File: src/rtl/core/escc_pkg.sv
`default_nettype none
package escc_pkg;

  // Reciprocal multipliers: floor(x / D) == (x * M) >> K over each operand range used
  localparam logic [25:0] M675     = 26'd50903317;  // K = 35, x < 2^25
  localparam int          K675     = 35;
  localparam logic [16:0] M1461    = 17'd91868;     // K = 27, x < 50383
  localparam int          K1461    = 27;
  localparam logic [10:0] M365     = 11'd1437;      // K = 19, x < 1461
  localparam int          K365     = 19;
  localparam logic [16:0] M7       = 17'd74899;     // K = 19, x < 2^16
  localparam int          K7       = 19;
  localparam logic [17:0] M60_SEC  = 18'd139811;    // K = 23, x < 86400
  localparam int          K60_SEC  = 23;
  localparam logic [11:0] M60_MIN  = 12'd2185;      // K = 17, x < 1440
  localparam int          K60_MIN  = 17;

  localparam int SEC_SHIFT   = 7;      // 86400 = 675 << 7
  localparam int DAY_CORE    = 675;
  localparam int SECS_DAY    = 86400;
  localparam int CYCLE_DAYS  = 1461;   // four-year cycle
  localparam int YEAR_DAYS   = 365;
  localparam int BASE_YEAR   = 1968;   // day count runs from 1968-03-01
  localparam int BASE_OFFSET = 671;    // 1968-03-01 .. 1970-01-01
  localparam int SKIP_DAY    = 48212;  // 2100-03-01: no leap day in 2100
  localparam int YEAR_LOW    = 1970;
  localparam int YEAR_HIGH   = 2099;

  typedef struct packed {
    logic        kind;
    logic [24:0] x;       // seconds >> 7
    logic [6:0]  lo7;
    logic [15:0] days0;
    logic [16:0] sod;     // second of day
    logic [15:0] dp;      // day count from 1968-03-01, 2100 skip applied
    logic [5:0]  q4;
    logic [10:0] r4;
    logic [1:0]  yr;
    logic [8:0]  doy;
    logic [11:0] ybase;
    logic [10:0] mq;      // minute of day
    logic [4:0]  hq;
    logic [5:0]  sec;
    logic [5:0]  mins;
    logic        ok;
    logic [7:0]  t;       // March-based years since 1968
    logic [8:0]  doy1;
    logic [16:0] hms;
    logic [15:0] days1;
    logic [31:0] secs1;
    logic [16:0] w;
    logic [14:0] pw;
    logic [2:0]  wd;
  } escc_item_t;

  // Day of a March-based year on which month index mm starts (0 = March)
  function automatic logic [8:0] month_start(input logic [3:0] mm);
    logic [8:0] r;
    case (mm)
      4'd0:    r = 9'd0;
      4'd1:    r = 9'd31;
      4'd2:    r = 9'd61;
      4'd3:    r = 9'd92;
      4'd4:    r = 9'd122;
      4'd5:    r = 9'd153;
      4'd6:    r = 9'd184;
      4'd7:    r = 9'd214;
      4'd8:    r = 9'd245;
      4'd9:    r = 9'd275;
      4'd10:   r = 9'd306;
      4'd11:   r = 9'd337;
      default: r = 9'd0;
    endcase
    return r;
  endfunction

  // Longest length of month idx (0 = January), February allowing 29
  function automatic logic [4:0] month_len(input logic [3:0] idx);
    logic [4:0] r;
    case (idx)
      4'd0:    r = 5'd31;
      4'd1:    r = 5'd29;
      4'd2:    r = 5'd31;
      4'd3:    r = 5'd30;
      4'd4:    r = 5'd31;
      4'd5:    r = 5'd30;
      4'd6:    r = 5'd31;
      4'd7:    r = 5'd31;
      4'd8:    r = 5'd30;
      4'd9:    r = 5'd31;
      4'd10:   r = 5'd30;
      4'd11:   r = 5'd31;
      default: r = 5'd0;
    endcase
    return r;
  endfunction

endpackage
`default_nettype wire

File: src/rtl/core/epoch_seconds_civil_date_converter_top.sv
`default_nettype none
// Epoch seconds <-> civil date converter, seven-stage pipeline.
// A result strobes on done once the item has passed stage registers s1 to s6 and the output registers.
// Throughput: one item per cycle; busy is always low, since every stage advances
// each cycle and the receiver cannot stall.
// Reset (rst, synchronous): clears the stage valid bits and done; items in flight
// are dropped. Payload registers are not reset.
module epoch_seconds_civil_date_converter_top
  import escc_pkg::*;
(
  input  wire logic        clk,
  input  wire logic        rst,
  input  wire logic        start,
  output logic             busy,
  input  wire logic        kind,
  input  wire logic [31:0] epoch_seconds,
  input  wire logic [15:0] in_year,
  input  wire logic [7:0]  in_month,
  input  wire logic [7:0]  in_day,
  input  wire logic [7:0]  in_hour,
  input  wire logic [7:0]  in_minute,
  input  wire logic [7:0]  in_second,
  output logic             done,
  output logic [31:0]      out_seconds,
  output logic [11:0]      out_year,
  output logic [3:0]       out_month,
  output logic [4:0]       out_day,
  output logic [4:0]       out_hour,
  output logic [5:0]       out_minute,
  output logic [5:0]       out_second,
  output logic [2:0]       weekday,
  output logic             valid_res
);

  // Stage registers and their valid bits
  escc_item_t s1, s2, s3, s4, s5, s6;
  escc_item_t s1_next, s2_next, s3_next, s4_next, s5_next, s6_next;
  logic       v1, v2, v3, v4, v5, v6;

  assign busy = 1'b0;

  // Stage 1: seconds -> day count (reciprocal multiply of seconds >> 7 by 1/675);
  // civil input check, March-based year and day of year, second of day.
  logic [50:0] p_day;
  logic        febjan;
  logic [15:0] y_adj;
  logic [3:0]  mm;
  logic [4:0]  mlen;
  logic        chk_year, chk_month, chk_day, chk_leap, chk_time;

  always_comb begin
    s1_next       = '0;
    s1_next.kind  = kind;
    s1_next.x     = epoch_seconds[31:SEC_SHIFT];
    s1_next.lo7   = epoch_seconds[SEC_SHIFT-1:0];
    p_day         = 51'(epoch_seconds[31:SEC_SHIFT]) * 51'(M675);
    s1_next.days0 = p_day[K675 +: 16];

    chk_year  = (in_year >= 16'(YEAR_LOW)) && (in_year <= 16'(YEAR_HIGH));
    chk_month = (in_month >= 8'd1) && (in_month <= 8'd12);
    mlen      = month_len(4'(in_month[3:0] - 4'd1));
    chk_day   = chk_month && (in_day >= 8'd1) && (in_day <= 8'(mlen));
    // 29 February only in years divisible by four
    chk_leap  = !((in_month == 8'd2) && (in_day == 8'd29) && (in_year[1:0] != 2'd0));
    chk_time  = (in_hour < 8'd24) && (in_minute < 8'd60) && (in_second < 8'd60);
    s1_next.ok = chk_year && chk_month && chk_day && chk_leap && chk_time;

    febjan       = (in_month <= 8'd2);
    y_adj        = in_year - 16'(febjan);
    s1_next.t    = 8'(y_adj - 16'(BASE_YEAR));
    mm           = febjan ? 4'(in_month[3:0] + 4'd9) : 4'(in_month[3:0] - 4'd3);
    s1_next.doy1 = 9'(month_start(mm) + 9'(in_day[4:0]) - 9'd1);
    s1_next.hms  = 17'(17'(in_hour[4:0]) * 17'd3600 + 17'(in_minute[5:0]) * 17'd60
                   + 17'(in_second[5:0]));
  end

  // Stage 2: second of day; shifted day count with 2100 correction; civil day count.
  logic [24:0] rem_x;
  logic [16:0] d_raw;
  logic [16:0] d_civ;

  always_comb begin
    s2_next     = s1;
    rem_x       = s1.x - 25'(s1.days0 * 25'(DAY_CORE));
    s2_next.sod = {rem_x[9:0], s1.lo7};
    d_raw       = 17'(s1.days0) + 17'(BASE_OFFSET);
    s2_next.dp  = 16'(d_raw + 17'(d_raw >= 17'(SKIP_DAY)));
    d_civ       = 17'(s1.t) * 17'(YEAR_DAYS) + 17'(s1.t[7:2]) + 17'(s1.doy1)
                  - 17'(BASE_OFFSET);
    s2_next.days1 = d_civ[15:0];
  end

  // Stage 3: four-year cycle quotient, minute of day, weekday quotient, civil seconds.
  logic [32:0] p_cyc;
  logic [34:0] p_min;
  logic [33:0] p_wk;
  logic [15:0] dd;

  always_comb begin
    s3_next       = s2;
    p_cyc         = 33'(s2.dp) * 33'(M1461);
    s3_next.q4    = p_cyc[K1461 +: 6];
    p_min         = 35'(s2.sod) * 35'(M60_SEC);
    s3_next.mq    = p_min[K60_SEC +: 11];
    dd            = s2.kind ? s2.days1 : s2.days0;
    s3_next.w     = 17'(dd) + 17'd4;
    p_wk          = 34'(s3_next.w) * 34'(M7);
    s3_next.pw    = p_wk[K7 +: 15];
    s3_next.secs1 = 32'(32'(s2.days1) * 32'(SECS_DAY)) + 32'(s2.hms);
  end

  // Stage 4: day within cycle, second, hour, weekday.
  logic [15:0] cyc_base;
  logic [16:0] min_base;
  logic [16:0] wk_base;
  logic [22:0] p_hr;

  always_comb begin
    s4_next     = s3;
    cyc_base    = 16'(s3.q4 * 16'(CYCLE_DAYS));
    s4_next.r4  = 11'(s3.dp - cyc_base);
    min_base    = 17'(s3.mq * 17'd60);
    s4_next.sec = 6'(s3.sod - min_base);
    p_hr        = 23'(s3.mq) * 23'(M60_MIN);
    s4_next.hq  = p_hr[K60_MIN +: 5];
    wk_base     = 17'(s3.pw * 17'd7);
    s4_next.wd  = 3'(s3.w - wk_base);
  end

  // Stage 5: year within cycle (the last day of a cycle stays in year three), minute.
  logic [21:0] p_yr;
  logic [2:0]  yq;
  logic [10:0] hr_base;

  always_comb begin
    s5_next      = s4;
    p_yr         = 22'(s4.r4) * 22'(M365);
    yq           = p_yr[K365 +: 3];
    s5_next.yr   = (yq > 3'd3) ? 2'd3 : yq[1:0];
    hr_base      = 11'(s4.hq * 11'd60);
    s5_next.mins = 6'(s4.mq - hr_base);
  end

  // Stage 6: March-based day of year and year.
  always_comb begin
    s6_next       = s5;
    s6_next.doy   = 9'(s5.r4 - 11'(s5.yr * 11'(YEAR_DAYS)));
    s6_next.ybase = 12'(12'(BASE_YEAR) + {4'd0, s5.q4, 2'd0} + 12'(s5.yr));
  end

  // Output stage: month from month-start compares, then pick fields by kind.
  logic [3:0]  mp;
  logic [3:0]  m_civ;
  logic [4:0]  d_out;
  logic [11:0] y_out;

  always_comb begin
    mp = 4'd0;
    for (int i = 1; i < 12; i++) begin
      if (s6.doy >= month_start(4'(i))) begin
        mp = 4'(i);
      end
    end
    d_out = 5'(s6.doy - month_start(mp) + 9'd1);
    m_civ = (mp < 4'd10) ? 4'(mp + 4'd3) : 4'(mp - 4'd9);
    y_out = s6.ybase + 12'(mp >= 4'd10);
  end

  always_ff @(posedge clk) begin
    if (rst) begin
      v1   <= 1'b0;
      v2   <= 1'b0;
      v3   <= 1'b0;
      v4   <= 1'b0;
      v5   <= 1'b0;
      v6   <= 1'b0;
      done <= 1'b0;
    end else begin
      v1   <= start;
      v2   <= v1;
      v3   <= v2;
      v4   <= v3;
      v5   <= v4;
      v6   <= v5;
      done <= v6;
    end
  end

  always_ff @(posedge clk) begin
    s1 <= s1_next;
    s2 <= s2_next;
    s3 <= s3_next;
    s4 <= s4_next;
    s5 <= s5_next;
    s6 <= s6_next;
    if (!s6.kind) begin
      out_seconds <= '0;
      out_year    <= y_out;
      out_month   <= m_civ;
      out_day     <= d_out;
      out_hour    <= s6.hq;
      out_minute  <= s6.mins;
      out_second  <= s6.sec;
      weekday     <= s6.wd;
      valid_res   <= 1'b1;
    end else begin
      // civil to seconds: only seconds and weekday, and only if the check passed
      out_seconds <= s6.ok ? s6.secs1 : '0;
      out_year    <= '0;
      out_month   <= '0;
      out_day     <= '0;
      out_hour    <= '0;
      out_minute  <= '0;
      out_second  <= '0;
      weekday     <= s6.ok ? s6.wd : '0;
      valid_res   <= s6.ok;
    end
  end

endmodule
`default_nettype wire
File: config.mk
export PLATFORM = sky130hd
export DESIGN_NAME = epoch_seconds_civil_date_converter_top
export DESIGN_NICKNAME = d
export VERILOG_FILES = /design/src/rtl/core/escc_pkg.sv /design/src/rtl/core/epoch_seconds_civil_date_converter_top.sv
export SDC_FILE = /design/constraint.sdc
export NUM_CORES = 2
export LEC_CHECK = 0
export BUFFER_PORTS_ARGS = -buffer_cell sky130_fd_sc_hd__clkbuf_2
export CAP_MARGIN = 20
export CORE_UTILIZATION = 50
export DETAILED_ROUTE_END_ITERATION = 10
export GPL_TIMING_DRIVEN = 0
export PLACE_DENSITY_LB_ADDON = 0.08
export SYNTH_ARGS = -nofsm -noshare
export SYNTH_HDL_FRONTEND = slang
export SYNTH_SLANG_ARGS = --single-unit
File: constraint.sdc
create_clock -name clk -period 16.52 [get_ports clk]
set_input_delay 1.652 -clock clk [delete_from_list [all_inputs] [get_ports clk]]
set_output_delay 1.652 -clock clk [all_outputs]
set_load 0.005 [all_outputs]
==> summary.md <==
| Metric | Value |
|---|---|
| Site Rows | `111` |
| First-pass GRT wire length | `145 mm` |
| Core Box Area | `92100 sq um` |
| Slowest cell delay on critical path | `0.54 ns` |
| NumNets Final | `6379` |
| Hold path start | `s5[47]` |
| Dpl cells | `between 5000 and 6000` |
| Post-route ant nets | `0` |
| Overflow after GRT | `0` |
| Final count of pins violating max slew | `0` |
| Non-filler cells, final | `roughly 6000` |
| Share of layout cells above drive strength 1 | `6.44%` |
| Die width | `a little over 300 um` |
| Setup WS post-layout | `8.82 ns` |
| Mapped Cells | `4482` |
| Main flop type after synthesis | `dfxtp_1` |
| Post-synthesis async set-or-reset flop share | `0%` |
| Crit path cell chain | `clkbuf_2 > ha_1 > inv_1 > fa_1 > fa_1 > inv_1 > fa_1 > inv_1 > fa_1 > fa_1 > fa_1 > inv_1 > ha_1 > nand4_1 > nor4_1 > a211o_1 > a211o_1 > nand3_1 > a21o_1 > a21oi_1 > nor3_1 > a311o_1` |
| Reg-to-reg critical path startpoint | `s2[267]` |
| Place WS | `8.22 ns` |
| Detailed Route WL | `85.9 mm` |
| Multi-input gate area | `32000 sq um` |
| Dpl hpwl | `74.1 mm` |
| Ys Warns | `0` |
| Post-CTS Repair Setup Buffers | `0` |
| CP most frequent cell | `fa_1` |
| Fin. Hold Viols | `0` |
| Crit path from | `epoch_seconds[16]` |
| WP buf/inv | `5` |
| Relative slew slack | `23.2%` |
| Final GP Congestion | `around 0.85` |
| Final period util | `46.6%` |
| Yosys reg bits | `approximately 520` |
| WL per Instance | `14.3 um` |
| I/O Buffers | `around 170` |
| Die area | `94600 sq um` |
| Clock transition at path regs | `roughly 0.06 ns` |
| Worst Setup Start Kind | `input port` |
| DRT iter0 DRCs | `944` |
| Hold buffer count at cts | `0` |
| Io pins | `168` |
| Worst Setup End Kind | `register` |
| Largest net degree at the start of global routing | `17` |
| Top delay family on crit path | `adder cells` |
| Netlist cell types | `81` |
| WS Path Type | `in -> reg` |
| Min-Delay Path Class | `reg -> reg` |
| Final setup viols | `0` |
| Total CTS buffers | `55` |
| Achievable frequency | `130 MHz` |
| EDFF count, synth | `0` |
| Vias in the first global route | `slightly below 30000` |
| Post-synthesis average cell area | `around 10 sq um` |
| Worst-Skew Late Latency | `0.62 ns` |
| CP required | `16.97 ns` |
| Tmin final | `7.70 ns` |
| Clock Skews | `between 0.04 and 0.05 ns` |
| Critical path arrival | `8.15 ns` |
| TritonCTS clock tree | `yes` |
| Fill count | `8322` |
| Area Growth Syn to Fin | `9.65%` |
| Antenna violations before repair | `3` |
| DRC Markers | `0` |
| Seq/Total Area, Yosys | `between 20 and 25%` |
| Status | `finished, final reports clean` |
| Reg area | `~10000 sq um` |
| Least-Margin Pin Slew | `1.12 ns` |
| Number of max-cap violations | `0` |
| Clock buffer depth | `3` |
| Setup TNS | `0 ns` |
| All-layer global routing usage | `roughly a fifth` |
| CTS root buf | `clkbuf_16` |
| Via count | `28717` |
| H-tree Lvls | `2` |
| Cell area after synthesis | `46700 sq um` |
| Drt pass-1 iters | `5` |
| Slowest cell on the critical path | `fa_1` |
| Starting Density | `50.7%` |
| RSZ-0062 raised after global routing | `false` |
| Sink Count | `524` |
| Syn_nets | `6157` |
| Chip height | `about 300 um` |
| Vias/cell | `4.79` |
| Crit Path Max Fanout | `12` |
| Post-cts sizing count | `0` |
==> flip-flops by register name, summed over array words and instances (netlist names), 5 cells and up <==
| register | cells |
|---|---|
| out_year | 12 |
| s5 | 71 |
| s6 | 74 |
| out_hour | 5 |
| s3 | 74 |
| s1 | 69 |
| out_seconds | 32 |
| out_minute | 6 |
| out_second | 6 |
| s2 | 84 |
| s4 | 71 |
| out_day | 5 |
==> cell usage after synthesis (5+ instances only) <==
cell type  count  share of area [%]
xor2_1        75                1.4
or3_1          6              0.080
mux2i_1       14               0.30
and4_1         6               0.11
nand2_1       99               0.80
fa_1         526                 23
o211ai_1      24               0.39
or2_2          7              0.094
ha_1        1057                 28
nand2b_1      19               0.25
a31oi_1       11               0.15
a21boi_0       5              0.080
a21o_1        55               0.88
clkbuf_1      21               0.17
a2111oi_0      6               0.11
o21ai_0       85               0.91
o21bai_1      29               0.47
xnor2_1      186                3.5
o21a_1        28               0.45
and2_1        12               0.16
nand4_1       24               0.32
and3_1        55               0.74
o31ai_1        6              0.096
a211o_1        7               0.13
a21oi_1      144                1.5
nor4_1        14               0.19
a211oi_1       7               0.11
nand3_1       40               0.43
inv_1       1081                8.7
nor2_1       116               0.93
a41o_1         6               0.13
nor2b_1       53               0.71
dfxtp_1      524                 22
o21ai_1        7              0.075
nor3_1        37               0.40
nand3b_1       6              0.096
==> cells by family (layout without fill, tap and decap cells) <==
group | count (synthesis) | in the layout | synth area share (%)
adders and majority gates | 1583 | 1583 | 50.9
buffers and inverters | 1111 | 1378 | 8.96
DFF | 524 | 524 | 22.5
and+or+nand+nor | 514 | 514 | 5.77
AOI/OAI and AO/OA | 468 | 468 | 6.54
xor gates and xnor gates | 263 | 263 | 4.97
muxes | 18 | 18 | 0.402
other | 1 | 2 | 0.00803
==> cell type report <==
type | count | share of cell area, %
Antenna cell | 1 | 0.00489
Inverter | 1081 | 7.93
Clock buffer | 69 | 3.01
Buffer | 30 | 0.244
Clock inverter | 33 | 1.13
Tap cell | 1243 | 3.04
Timing Repair Buffer | 165 | 1.61
Multi-Input combinational cell | 2847 | 62.5
Sequential cell | 524 | 20.5
==> stage by stage <==
step	util (%)	hold WS [ns]	instance area, sq um
floorplan	-	0.310	46700
detailed placement	53.3	0.312	49100
finish	55.6	0.323	51200
CTS	55.6	0.318	51200
global placement	53.3	0.310	49100
global route	55.6	0.327	51200
==> per-layer routing <==
layer	vias to the layer above	GRT usage [%]	share of wire [%]
met5	-	0	0
met4	0	3.78	1.6
met3	81	1.76	2.7
met2	340	31.9	46
met1	13477	26.7	50
li1	14819	-	-
==> layout by cell type (no fill, tap or decap), types with 37 or more instances in the layout <==
cell type  instances
nor2_1           116
inv_1           1081
dfxtp_1          524
a21o_1            55
xnor2_1          186
o21ai_0           85
xor2_1            75
a21oi_1          144
nand2_1           99
clkbuf_16         55
fa_1             526
and3_1            55
nor2b_1           53
nand3_1           40
nor3_1            37
clkbuf_2         165
ha_1            1057
==> worst paths after layout <==
path              endpoint  slack [ns]  cells after the start
setup / recovery   s1[234]        8.82                     22
hold / removal      s6[47]        0.32                      0
setup reg to reg     s3[5]        9.96                     22
hold reg to reg     s6[47]        0.32                      0
Power is left out: the tool's default activity adds up to more than one toggle a clock period on the data nets, which glitch-free logic cannot reach.
